`src/rtl/grfs_pkg.sv`:
```
// Shared types and constants for the gripper ramp sequencer.
// No dependencies; grfs_ctrl, grfs_dp and the core top level import this package.
`timescale 1ns / 1ps

package grfs_pkg;

   // Request type codes
   localparam logic [1:0] REQ_TICK  = 2'd0;
   localparam logic [1:0] REQ_OPEN  = 2'd1;
   localparam logic [1:0] REQ_CLOSE = 2'd2;
   localparam logic [1:0] REQ_RESET = 2'd3;

   // Sequencer mode codes
   localparam logic [2:0] MODE_START   = 3'd0;
   localparam logic [2:0] MODE_OPENING = 3'd1;
   localparam logic [2:0] MODE_CLOSING = 3'd2;
   localparam logic [2:0] MODE_HELD    = 3'd3;
   localparam logic [2:0] MODE_REOPEN  = 3'd4;

   // Control register indexes
   localparam int CSR_IDX_W = 3;
   localparam logic [CSR_IDX_W-1:0] CSR_MIN_ANGLE    = 3'd0;
   localparam logic [CSR_IDX_W-1:0] CSR_MAX_ANGLE    = 3'd1;
   localparam logic [CSR_IDX_W-1:0] CSR_CLOSED_ANGLE = 3'd2;
   localparam logic [CSR_IDX_W-1:0] CSR_OPEN_ANGLE   = 3'd3;
   localparam logic [CSR_IDX_W-1:0] CSR_RAMP_PERIOD  = 3'd4;
   localparam int CSR_DATA_W = 16;

   // Register reset values
   localparam logic [7:0]  MIN_ANGLE_RST    = 8'd0;
   localparam logic [7:0]  MAX_ANGLE_RST    = 8'd180;
   localparam logic [7:0]  CLOSED_ANGLE_RST = 8'd90;
   localparam logic [7:0]  OPEN_ANGLE_RST   = 8'd0;
   localparam logic [15:0] PERIOD_DEFAULT   = 16'd1000;

   // Ramp arithmetic
   localparam logic [7:0]  STEP_MAX  = 8'd180;
   localparam logic [23:0] SAT_Q     = 24'd181;  // quotient at or past this saturates
   localparam int          ELAP_W    = 24;       // elapsed width below saturation
   localparam int          PROD_W    = 32;       // span * elapsed
   localparam int          PERIOD_W  = 16;

   // Force filter
   localparam logic [7:0]  FORCE_THRESH = 8'd50;
   localparam logic [24:0] RECIP_TEN    = 25'd6554;  // 2^16 / 10, rounded up

   // Controller to datapath commands
   typedef struct packed {
      logic capture;
      logic exec;
      logic mul_load;
      logic div_start;
      logic angle_apply;
      logic out_load;
   } ctl_cmd_type;

   // Datapath to controller status
   typedef struct packed {
      logic need_ramp;
      logic div_done;
   } dp_status_type;

endpackage

```
`src/rtl/grfs_div.sv`:
```
// Restoring serial divider, one quotient bit per cycle.
// Uses only its own parameters; instantiated by grfs_dp.
`timescale 1ns / 1ps

module grfs_div #(
   parameter int NUM_W = 32,
   parameter int DEN_W = 16
) (
   input  logic             clock,
   input  logic             reset,
   input  logic             start,
   input  logic [NUM_W-1:0] numer,
   input  logic [DEN_W-1:0] denom,
   output logic [NUM_W-1:0] quot,
   output logic             done
);

   localparam int CNT_W = $clog2(NUM_W);

   logic             busy_ff, busy_in;
   logic             done_ff, done_in;
   logic [CNT_W-1:0] count_ff, count_in;
   logic [DEN_W-1:0] rem_ff, rem_in;
   logic [NUM_W-1:0] quot_ff, quot_in;
   logic [DEN_W-1:0] denom_ff, denom_in;
   logic [DEN_W:0]   rem_sh;
   logic [DEN_W:0]   diff;

   // Shift the next numerator bit into the partial remainder
   assign rem_sh = {rem_ff, quot_ff[NUM_W-1]};
   assign diff   = rem_sh - {1'b0, denom_ff};

   always_comb begin
      busy_in  = busy_ff;
      done_in  = 1'b0;
      count_in = count_ff;
      rem_in   = rem_ff;
      quot_in  = quot_ff;
      denom_in = denom_ff;
      if (start) begin
         busy_in  = 1'b1;
         count_in = '0;
         rem_in   = '0;
         quot_in  = numer;
         denom_in = denom;
      end else if (busy_ff) begin
         // Subtract when it fits, record the quotient bit
         if (rem_sh >= {1'b0, denom_ff}) begin
            rem_in  = diff[DEN_W-1:0];
            quot_in = {quot_ff[NUM_W-2:0], 1'b1};
         end else begin
            rem_in  = rem_sh[DEN_W-1:0];
            quot_in = {quot_ff[NUM_W-2:0], 1'b0};
         end
         count_in = count_ff + 1'b1;
         if (count_ff == CNT_W'(NUM_W - 1)) begin
            busy_in = 1'b0;
            done_in = 1'b1;
         end
      end
   end

   always_ff @(posedge clock) begin
      if (reset) begin
         busy_ff  <= 1'b0;
         done_ff  <= 1'b0;
         count_ff <= '0;
      end else begin
         busy_ff  <= busy_in;
         done_ff  <= done_in;
         count_ff <= count_in;
      end
      rem_ff   <= rem_in;
      quot_ff  <= quot_in;
      denom_ff <= denom_in;
   end

   assign quot = quot_ff;
   assign done = done_ff;

endmodule

```
`src/rtl/grfs_ctrl.sv`:
```
// Sequencing controller: handshakes and step order for each item.
// Depends on grfs_pkg for the command and status structs.
`timescale 1ns / 1ps

module grfs_ctrl
   import grfs_pkg::*;
(
   input  logic          clock,
   input  logic          reset,
   input  logic          req_valid,
   output logic          req_ready,
   output logic          rsp_valid,
   input  logic          rsp_ready,
   output ctl_cmd_type   cmd,
   input  dp_status_type status
);

   typedef enum logic [2:0] {
      ST_IDLE,
      ST_EXEC,
      ST_MUL,
      ST_DIV_GO,
      ST_DIV_WAIT,
      ST_ANGLE,
      ST_DONE
   } state_type;

   state_type state_ff, state_in;
   logic      rsp_valid_ff, rsp_valid_in;
   logic      slot_free;

   assign slot_free = !rsp_valid_ff || rsp_ready;

   // Commands follow the current state
   always_comb begin
      cmd             = '0;
      cmd.capture     = (state_ff == ST_IDLE) && req_valid;
      cmd.exec        = (state_ff == ST_EXEC);
      cmd.mul_load    = (state_ff == ST_MUL);
      cmd.div_start   = (state_ff == ST_DIV_GO);
      cmd.angle_apply = (state_ff == ST_ANGLE);
      cmd.out_load    = (state_ff == ST_DONE) && slot_free;
   end

   // Advance through the steps of one item
   always_comb begin
      state_in = state_ff;
      case (state_ff)
         ST_IDLE:     if (req_valid) state_in = ST_EXEC;
         ST_EXEC:     state_in = status.need_ramp ? ST_MUL : ST_DONE;
         ST_MUL:      state_in = ST_DIV_GO;
         ST_DIV_GO:   state_in = ST_DIV_WAIT;
         ST_DIV_WAIT: if (status.div_done) state_in = ST_ANGLE;
         ST_ANGLE:    state_in = ST_DONE;
         ST_DONE:     if (slot_free) state_in = ST_IDLE;
         default:     state_in = ST_IDLE;
      endcase
   end

   // Hold the result valid until taken
   always_comb begin
      rsp_valid_in = rsp_valid_ff;
      if (cmd.out_load) begin
         rsp_valid_in = 1'b1;
      end else if (rsp_ready) begin
         rsp_valid_in = 1'b0;
      end
   end

   always_ff @(posedge clock) begin
      if (reset) begin
         state_ff     <= ST_IDLE;
         rsp_valid_ff <= 1'b0;
      end else begin
         state_ff     <= state_in;
         rsp_valid_ff <= rsp_valid_in;
      end
   end

   assign req_ready = (state_ff == ST_IDLE);
   assign rsp_valid = rsp_valid_ff;

endmodule

```
`src/rtl/grfs_dp.sv`:
```
// Datapath: control registers, sequencer state, force filter, ramp math.
// Depends on grfs_pkg and instantiates grfs_div for the ramp division.
`timescale 1ns / 1ps

module grfs_dp
   import grfs_pkg::*;
#(
   parameter int TIME_BITS = 32
) (
   input  logic                  clock,
   input  logic                  reset,
   input  ctl_cmd_type           cmd,
   output dp_status_type         status,
   input  logic                  csr_we,
   input  logic [CSR_IDX_W-1:0]  csr_index,
   input  logic [CSR_DATA_W-1:0] csr_wdata,
   input  logic [1:0]            req_type,
   input  logic [31:0]           req_now_ms,
   input  logic [9:0]            req_fsr_raw,
   output logic [7:0]            rsp_servo_angle,
   output logic                  rsp_angle_written,
   output logic                  rsp_grabbed,
   output logic [2:0]            rsp_mode_now,
   output logic                  rsp_motion_active,
   output logic [7:0]            rsp_force_level
);

   localparam int CMP_W = (TIME_BITS > ELAP_W) ? TIME_BITS : ELAP_W;

   // Control registers
   logic [7:0]          min_ff, min_in;
   logic [7:0]          max_ff, max_in;
   logic [7:0]          closed_ff, closed_in;
   logic [7:0]          open_ff, open_in;
   logic [PERIOD_W-1:0] period_ff, period_in;

   // Sequencer state
   logic [2:0]           mode_ff, mode_in;
   logic                 running_ff, running_in;
   logic                 dir_up_ff, dir_up_in;
   logic                 holding_ff, holding_in;
   logic [TIME_BITS-1:0] start_ff, start_in;
   logic [7:0]           last_ff, last_in;
   logic [7:0]           saved_ff, saved_in;
   logic [7:0]           force_ff, force_in;

   // Captured item and working values
   logic [1:0]           type_ff, type_in;
   logic [TIME_BITS-1:0] now_ff, now_in;
   logic [9:0]           fsr_ff, fsr_in;
   logic [PROD_W-1:0]    prod_ff, prod_in;
   logic                 sat_ff, sat_in;
   logic [7:0]           cmd_ff, cmd_in;
   logic                 wrote_ff, wrote_in;

   // Result registers
   logic [7:0] out_angle_ff, out_angle_in;
   logic       out_wrote_ff, out_wrote_in;
   logic       out_grab_ff, out_grab_in;
   logic [2:0] out_mode_ff, out_mode_in;
   logic       out_run_ff, out_run_in;
   logic [7:0] out_force_ff, out_force_in;

   // Force filter
   logic [17:0] raw_x255;
   logic [7:0]  force_scaled;
   logic [11:0] force_sum;
   logic [24:0] force_prod;
   logic [7:0]  force_new;
   logic        grab_hit;
   logic        grab_drop;
   logic [2:0]  mode_eff;

   // Ramp math
   logic [TIME_BITS-1:0] elapsed;
   logic [CMP_W-1:0]     elapsed_ext;
   logic [23:0]          sat_limit;
   logic [7:0]           span;
   logic [PROD_W-1:0]    quot;
   logic                 div_done;
   logic [7:0]           step;
   logic [7:0]           base;
   logic signed [9:0]    ramp_x;
   logic [7:0]           angle;

   // Scale sample to 0..254, then smooth as (3*new + 7*old) / 10
   assign raw_x255     = {fsr_ff, 8'd0} - 18'(fsr_ff);
   assign force_scaled = raw_x255[17:10];
   assign force_sum    = 12'(force_scaled) * 12'd3 + 12'(force_ff) * 12'd7;
   assign force_prod   = 25'(force_sum) * RECIP_TEN;
   assign force_new    = force_prod[23:16];
   assign grab_hit     = (mode_ff == MODE_CLOSING) && (force_new > FORCE_THRESH)
                         && running_ff;
   assign grab_drop    = holding_ff && (force_new < FORCE_THRESH) && !running_ff;
   assign mode_eff     = grab_hit ? MODE_HELD : mode_ff;

   assign status.need_ramp = (type_ff == REQ_TICK) && running_ff &&
                             ((mode_eff == MODE_OPENING) || (mode_eff == MODE_CLOSING) ||
                              (mode_eff == MODE_REOPEN));
   assign status.div_done  = div_done;

   // Elapsed time and saturation check against 181 full periods
   assign elapsed     = now_ff - start_ff;
   assign elapsed_ext = CMP_W'(elapsed);
   assign sat_limit   = 24'(period_ff) * SAT_Q;
   assign span        = (max_ff > min_ff) ? (max_ff - min_ff) : 8'd0;

   grfs_div #(
      .NUM_W (PROD_W),
      .DEN_W (PERIOD_W)
   ) u_div (
      .clock (clock),
      .reset (reset),
      .start (cmd.div_start),
      .numer (prod_ff),
      .denom (period_ff),
      .quot  (quot),
      .done  (div_done)
   );

   // Ramp step, offset from the base, clamp to the limits
   assign step = sat_ff ? STEP_MAX :
                 ((quot > PROD_W'(STEP_MAX)) ? STEP_MAX : quot[7:0]);

   always_comb begin
      case (mode_ff)
         MODE_OPENING: base = closed_ff;
         MODE_CLOSING: base = open_ff;
         default:      base = saved_ff;
      endcase
   end

   assign ramp_x = dir_up_ff ? ($signed({2'b00, base}) + $signed({2'b00, step}))
                             : ($signed({2'b00, base}) - $signed({2'b00, step}));

   always_comb begin
      if (ramp_x < $signed({2'b00, min_ff})) begin
         angle = min_ff;
      end else if (ramp_x > $signed({2'b00, max_ff})) begin
         angle = max_ff;
      end else begin
         angle = ramp_x[7:0];
      end
   end

   // Next-state logic for all registers
   always_comb begin
      min_in       = min_ff;
      max_in       = max_ff;
      closed_in    = closed_ff;
      open_in      = open_ff;
      period_in    = period_ff;
      mode_in      = mode_ff;
      running_in   = running_ff;
      dir_up_in    = dir_up_ff;
      holding_in   = holding_ff;
      start_in     = start_ff;
      last_in      = last_ff;
      saved_in     = saved_ff;
      force_in     = force_ff;
      type_in      = type_ff;
      now_in       = now_ff;
      fsr_in       = fsr_ff;
      prod_in      = prod_ff;
      sat_in       = sat_ff;
      cmd_in       = cmd_ff;
      wrote_in     = wrote_ff;
      out_angle_in = out_angle_ff;
      out_wrote_in = out_wrote_ff;
      out_grab_in  = out_grab_ff;
      out_mode_in  = out_mode_ff;
      out_run_in   = out_run_ff;
      out_force_in = out_force_ff;

      // Register writes; a zero period falls back to the default
      if (csr_we) begin
         case (csr_index)
            CSR_MIN_ANGLE:    min_in    = csr_wdata[7:0];
            CSR_MAX_ANGLE:    max_in    = csr_wdata[7:0];
            CSR_CLOSED_ANGLE: closed_in = csr_wdata[7:0];
            CSR_OPEN_ANGLE:   open_in   = csr_wdata[7:0];
            CSR_RAMP_PERIOD:  period_in = (csr_wdata == '0) ? PERIOD_DEFAULT
                                                             : csr_wdata;
            default: ;
         endcase
      end

      // Capture the accepted item
      if (cmd.capture) begin
         type_in = req_type;
         now_in  = TIME_BITS'(req_now_ms);
         fsr_in  = req_fsr_raw;
      end

      // Commands, force update and the non-ramp sequencer steps
      if (cmd.exec) begin
         wrote_in = 1'b0;
         cmd_in   = last_ff;
         case (type_ff)
            REQ_TICK: begin
               force_in = force_new;
               if (grab_hit) begin
                  holding_in = 1'b1;
                  mode_in    = MODE_HELD;
               end else if (grab_drop) begin
                  holding_in = 1'b0;
               end
               if (running_ff) begin
                  case (mode_eff)
                     MODE_START: begin
                        mode_in   = MODE_OPENING;
                        cmd_in    = closed_ff;
                        wrote_in  = 1'b1;
                        start_in  = now_ff;
                        dir_up_in = 1'b0;
                     end
                     MODE_HELD: begin
                        cmd_in     = last_ff;
                        wrote_in   = 1'b1;
                        running_in = 1'b0;
                        holding_in = 1'b1;
                     end
                     default: ;
                  endcase
               end
            end
            REQ_OPEN: begin
               running_in = 1'b1;
               mode_in    = MODE_START;
            end
            REQ_CLOSE: begin
               running_in = 1'b1;
               mode_in    = MODE_CLOSING;
               dir_up_in  = 1'b1;
               start_in   = now_ff;
            end
            default: begin
               mode_in    = MODE_REOPEN;
               dir_up_in  = 1'b0;
               saved_in   = last_ff;
               running_in = 1'b1;
               start_in   = now_ff;
               holding_in = 1'b0;
            end
         endcase
      end

      // Register span * elapsed and the saturation flag
      if (cmd.mul_load) begin
         prod_in = PROD_W'(span) * PROD_W'(elapsed_ext[ELAP_W-1:0]);
         sat_in  = (elapsed_ext >= CMP_W'(sat_limit)) && (span != 8'd0);
      end

      // Command the ramp angle and check the end of the ramp
      if (cmd.angle_apply) begin
         wrote_in = 1'b1;
         cmd_in   = angle;
         last_in  = angle;
         case (mode_ff)
            MODE_OPENING: begin
               if ((dir_up_ff && (angle >= open_ff)) ||
                   (!dir_up_ff && (angle <= open_ff))) begin
                  running_in = 1'b0;
               end
            end
            MODE_CLOSING: begin
               if (dir_up_ff && (angle >= closed_ff)) begin
                  mode_in    = MODE_START;
                  running_in = 1'b0;
                  start_in   = now_ff;
               end
            end
            default: begin
               if (!dir_up_ff && (angle <= open_ff)) begin
                  mode_in   = MODE_CLOSING;
                  start_in  = now_ff;
                  dir_up_in = 1'b1;
               end
            end
         endcase
      end

      // Load the result from the updated state
      if (cmd.out_load) begin
         out_angle_in = wrote_ff ? cmd_ff : last_ff;
         out_wrote_in = wrote_ff;
         out_grab_in  = holding_ff;
         out_mode_in  = mode_ff;
         out_run_in   = running_ff;
         out_force_in = force_ff;
      end
   end

   always_ff @(posedge clock) begin
      if (reset) begin
         min_ff     <= MIN_ANGLE_RST;
         max_ff     <= MAX_ANGLE_RST;
         closed_ff  <= CLOSED_ANGLE_RST;
         open_ff    <= OPEN_ANGLE_RST;
         period_ff  <= PERIOD_DEFAULT;
         mode_ff    <= MODE_START;
         running_ff <= 1'b0;
         dir_up_ff  <= 1'b0;
         holding_ff <= 1'b0;
         start_ff   <= '0;
         last_ff    <= '0;
         saved_ff   <= '0;
         force_ff   <= '0;
      end else begin
         min_ff     <= min_in;
         max_ff     <= max_in;
         closed_ff  <= closed_in;
         open_ff    <= open_in;
         period_ff  <= period_in;
         mode_ff    <= mode_in;
         running_ff <= running_in;
         dir_up_ff  <= dir_up_in;
         holding_ff <= holding_in;
         start_ff   <= start_in;
         last_ff    <= last_in;
         saved_ff   <= saved_in;
         force_ff   <= force_in;
      end
      type_ff      <= type_in;
      now_ff       <= now_in;
      fsr_ff       <= fsr_in;
      prod_ff      <= prod_in;
      sat_ff       <= sat_in;
      cmd_ff       <= cmd_in;
      wrote_ff     <= wrote_in;
      out_angle_ff <= out_angle_in;
      out_wrote_ff <= out_wrote_in;
      out_grab_ff  <= out_grab_in;
      out_mode_ff  <= out_mode_in;
      out_run_ff   <= out_run_in;
      out_force_ff <= out_force_in;
   end

   assign rsp_servo_angle   = out_angle_ff;
   assign rsp_angle_written = out_wrote_ff;
   assign rsp_grabbed       = out_grab_ff;
   assign rsp_mode_now      = out_mode_ff;
   assign rsp_motion_active = out_run_ff;
   assign rsp_force_level   = out_force_ff;

endmodule

```
`src/rtl/gripper_ramp_with_force_stop_core.sv`:
```
// Top level of the gripper ramp sequencer with force stop.
// Depends on grfs_pkg, grfs_ctrl and grfs_dp (which holds grfs_div).
//
// Channel  Direction  Handshake              Payload
// req      in         req_valid / req_ready  req_type, req_now_ms, req_fsr_raw
// rsp      out        rsp_valid / rsp_ready  servo_angle, angle_written, grabbed,
//                                            mode_now, motion_active, force_level
// csr      in         csr_valid / csr_ready  csr_index, csr_wdata
//
// One item at a time. A command, or a tick that needs no ramp angle, goes through
// the execute and result steps after acceptance; a ramp tick adds multiply, divide
// and angle steps; the 32-step serial divider splits span*elapsed by the ramp period.
// req_ready rises again at the same edge that loads the result into the output
// register; a stalled rsp channel holds the block in its final step.
// Synchronous reset restores register defaults and clears the sequencer state.
// csr_ready is always high.
`timescale 1ns / 1ps

module gripper_ramp_with_force_stop_core
   import grfs_pkg::*;
#(
   parameter int TIME_BITS = 32
) (
   input  logic                  clock,
   input  logic                  reset,
   input  logic                  req_valid,
   output logic                  req_ready,
   input  logic [1:0]            req_type,
   input  logic [31:0]           req_now_ms,
   input  logic [9:0]            req_fsr_raw,
   output logic                  rsp_valid,
   input  logic                  rsp_ready,
   output logic [7:0]            rsp_servo_angle,
   output logic                  rsp_angle_written,
   output logic                  rsp_grabbed,
   output logic [2:0]            rsp_mode_now,
   output logic                  rsp_motion_active,
   output logic [7:0]            rsp_force_level,
   input  logic                  csr_valid,
   output logic                  csr_ready,
   input  logic [CSR_IDX_W-1:0]  csr_index,
   input  logic [CSR_DATA_W-1:0] csr_wdata
);

   ctl_cmd_type   cmd;
   dp_status_type status;

   // Register writes are taken at once
   assign csr_ready = 1'b1;

   grfs_ctrl u_ctrl (
      .clock     (clock),
      .reset     (reset),
      .req_valid (req_valid),
      .req_ready (req_ready),
      .rsp_valid (rsp_valid),
      .rsp_ready (rsp_ready),
      .cmd       (cmd),
      .status    (status)
   );

   grfs_dp #(
      .TIME_BITS (TIME_BITS)
   ) u_dp (
      .clock             (clock),
      .reset             (reset),
      .cmd               (cmd),
      .status            (status),
      .csr_we            (csr_valid && csr_ready),
      .csr_index         (csr_index),
      .csr_wdata         (csr_wdata),
      .req_type          (req_type),
      .req_now_ms        (req_now_ms),
      .req_fsr_raw       (req_fsr_raw),
      .rsp_servo_angle   (rsp_servo_angle),
      .rsp_angle_written (rsp_angle_written),
      .rsp_grabbed       (rsp_grabbed),
      .rsp_mode_now      (rsp_mode_now),
      .rsp_motion_active (rsp_motion_active),
      .rsp_force_level   (rsp_force_level)
   );

endmodule

```
`config.mk`:
```
export PLATFORM = sky130hd
export DESIGN_NAME = gripper_ramp_with_force_stop_core
export DESIGN_NICKNAME = d
export VERILOG_FILES = /design/src/rtl/grfs_pkg.sv /design/src/rtl/grfs_div.sv /design/src/rtl/grfs_ctrl.sv /design/src/rtl/grfs_dp.sv /design/src/rtl/gripper_ramp_with_force_stop_core.sv
export SDC_FILE = /design/constraint.sdc
export NUM_CORES = 2
export LEC_CHECK = 0
export BUFFER_PORTS_ARGS = -buffer_cell sky130_fd_sc_hd__buf_4
export CAP_MARGIN = 20
export CORE_MARGIN = 8
export CORE_UTILIZATION = 62
export CTS_BUF_LIST = sky130_fd_sc_hd__clkbuf_2
export DETAILED_ROUTE_END_ITERATION = 8
export PLACE_DENSITY = 0.79
export SYNTH_ARGS = -nofsm -noshare
export SYNTH_HDL_FRONTEND = slang
export SYNTH_HIERARCHICAL = 1
export SYNTH_SLANG_ARGS = --single-unit
```
`constraint.sdc`:
```
create_clock -name clock -period 23.1 [get_ports clock]
set_input_delay 3.465 -clock clock [delete_from_list [all_inputs] [get_ports clock]]
set_output_delay 3.465 -clock clock [all_outputs]
set_load 0.1 [all_outputs]
```
==> run metrics <==
DP HPWL ~54 mm; worst slew pin tran about 1100 ps; RSZ-0062 raised after global routing no; fillcell total 3,578; max cap viols 0; CTS clock-pin slew for the worst setup and hold paths 90 ps; CP max stage cell fa_1; worst skew pair latency 1040 ps; Slew Limit Fails 0; status finished, final reports clean; Min-Delay Path Class register to register; cell depth of the worst hold path 2; top cells by area in the synthesized netlist edfxtp_1, fa_1, ha_1; Worst path max stage delay ~560 ps; WS Path Type register to register; die area 52,100 um2; dpl cells 3,589; Yosys Warn Count 6; ys async rst share 0%; leading area contributor after synthesis edfxtp_1; CP endpoint kind register; crit path DAT 11,000 ps; Initial Util a little over three fifths; min cycle time layout about 10,000 ps; Remaining DRCs 0; vias per cell 5.93; global-route wire length before repair about 110 mm; Total Wirelength 69.0 mm; EDFF count, synth approximately 160; grt total ovfl 0; period utilization between 40% and 50%; clk root buf clkbuf_2; Unique masters post-synth 94; Slew headroom between 20% and 30%; Setup TNS Final 0 ps; FF/Latch Area 7420 um2; # H-tree levels 3; Multi-input gate area 18,400 um2; Final setup viols 0; Die Wd 228 um; worst hold slack 461 ps; Port-buffer cells between 90 and 100; Final #Nets 3,724; DR pass1 iterations 6; DR vias between 20,000 and 25,000; cells after synthesis a little under 3,000; Tot GR Track Use around a quarter; main flop type after synthesis edfxtp_1; Post-CTS Repair Setup Buffers 0; syn nets 3,616; initial antenna violation count 1; Die Y 228 um; synthesized flop and latch total 293; top-area cell type share of the netlist area 16.7%; Mapped Area 27,900 um2; Max Freq 99.1 MHz; Area Growth Syn to Fin 7.30%; core area 44,300 um2; largest net degree at the start of global routing 69; number of global-route vias before repair 22,596; worst reg-to-reg path cell count 36; CP startpoint u_dp/fsr_ff[1]$_DFFE_PP_; Num CTS Buffers 77; Max Fanout on Critical Path 5; post-cts sizing count 0; routed len/inst around 18 um; Worst EP required roughly 24,000 ps; Clock Tree Buf Depth 3; Placer Congestion 0.937; endpoints failing hold 0; most frequent cell after synthesis inv_1; CTS tree done; top cells by instance count after synthesis inv_1, ha_1, nand2_1; fin util 67.6%; Sink Count 293; ANT nets after route 0; clock skew 92.8 ps; cts hold-fix bufs 0; initial drt markers 1,704; hold wc startpoint u_dp/saved_ff[7]$_SDFFE_PP0P_; io pins 93; launching element type of the critical path register; layout cells sized above 1 10.8%; Crit path top cell by count fa_1; Rows 77; final instance count without filler cells 3,732; register area share after synthesis 26.6%; RR Startpoint u_dp/fsr_ff[1]$_DFFE_PP_; Syn Area/Cell ~9.4 um2
## kinds of logic after synthesis
| logic type | after synthesis | synth area share (%) |
|---|---|---|
| mux | 73 | 2.82 |
| other cells | 1 | 0.0134 |
| simple gates | 776 | 13.1 |
| flops | 293 | 26.6 |
| xor+xnor | 112 | 3.51 |
| compound gates | 580 | 14.3 |
| buf+inv | 555 | 7.58 |
| fa+ha+maj | 579 | 32.2 |
## cell type report
class                   count  area share, %
flip-flops and latches    293           24.8
multi-input cells        2121           61.4
inverters                 473           5.93
clock buffers             114           1.91
repair buffers            111           2.89
clock inverters            26          0.572
diodes                      2         0.0167
well taps                 592           2.47
## registers in the layout, indices dropped and copies added, names as in the netlist, 10 cells and up
register / cells
u_dp/now_ff: 32
u_dp/prod_ff: 32
u_dp/start_ff: 32
u_dp/u_div/quot: 32
u_dp/period_ff: 16
u_dp/u_div/denom_ff: 16
u_dp/u_div/rem_ff: 16
u_dp/fsr_ff: 10
## routing by layer
layer	part of all wire, %	up-vias	global-route usage (%)
met5	0	-	0
met4	4.1	0	12.0
met3	7.2	208	5.13
met2	47	860	43.3
met1	42	10669	33.1
li1	-	10391	-
## final timing paths
path	to	slack [ps]
worst max-delay path	u_ctrl/state_ff[2]$_SDFFE_PP0P_	13010
worst min-delay path	u_dp/saved_ff[7]$_SDFFE_PP0P_	460
worst max register to register	u_ctrl/state_ff[2]$_SDFFE_PP0P_	13010
worst min register to register	u_dp/saved_ff[7]$_SDFFE_PP0P_	460
## per-stage QoR
stage	worst slack, ps	cell area (um2)
global placement	13220	29200
finish	13010	29900
floorplan	14000	27900
CTS	13040	29900
detailed placement	13090	29200
global route	12350	29900
## worst max-delay path, delay by kind of cell, from the launching register on
family | cells | cell delay (ps)
adder cells (fa/ha/maj) | 10 | 4210
buffers and inverters | 5 | 280
XOR/XNOR | 2 | 640
AND/OR/NAND/NOR | 8 | 1890
flip-flops | 1 | 430
AO/OA/AOI/OAI | 11 | 2590
## layout by cell type, fill, tap and decap left out, types with 31 or more instances in the layout
master	synthesis	layout
a21o_1	55	55
a21oi_1	154	153
a22o_1	31	31
and3_1	36	36
buf_4	4	109
clkbuf_2	0	114
dfxtp_1	138	138
edfxtp_1	155	155
fa_1	231	231
ha_1	348	348
inv_1	470	470
mux2_2	43	43
nand2_1	285	285
nand2b_1	31	31
nand3_1	43	43
nor2_1	185	183
nor2b_1	36	36
nor3_1	45	45
o21ai_0	87	87
xnor2_1	67	67
xor2_1	45	45
Power is not shown: default switching activity piles up to over one toggle a cycle in this logic, so the estimate is an artifact.
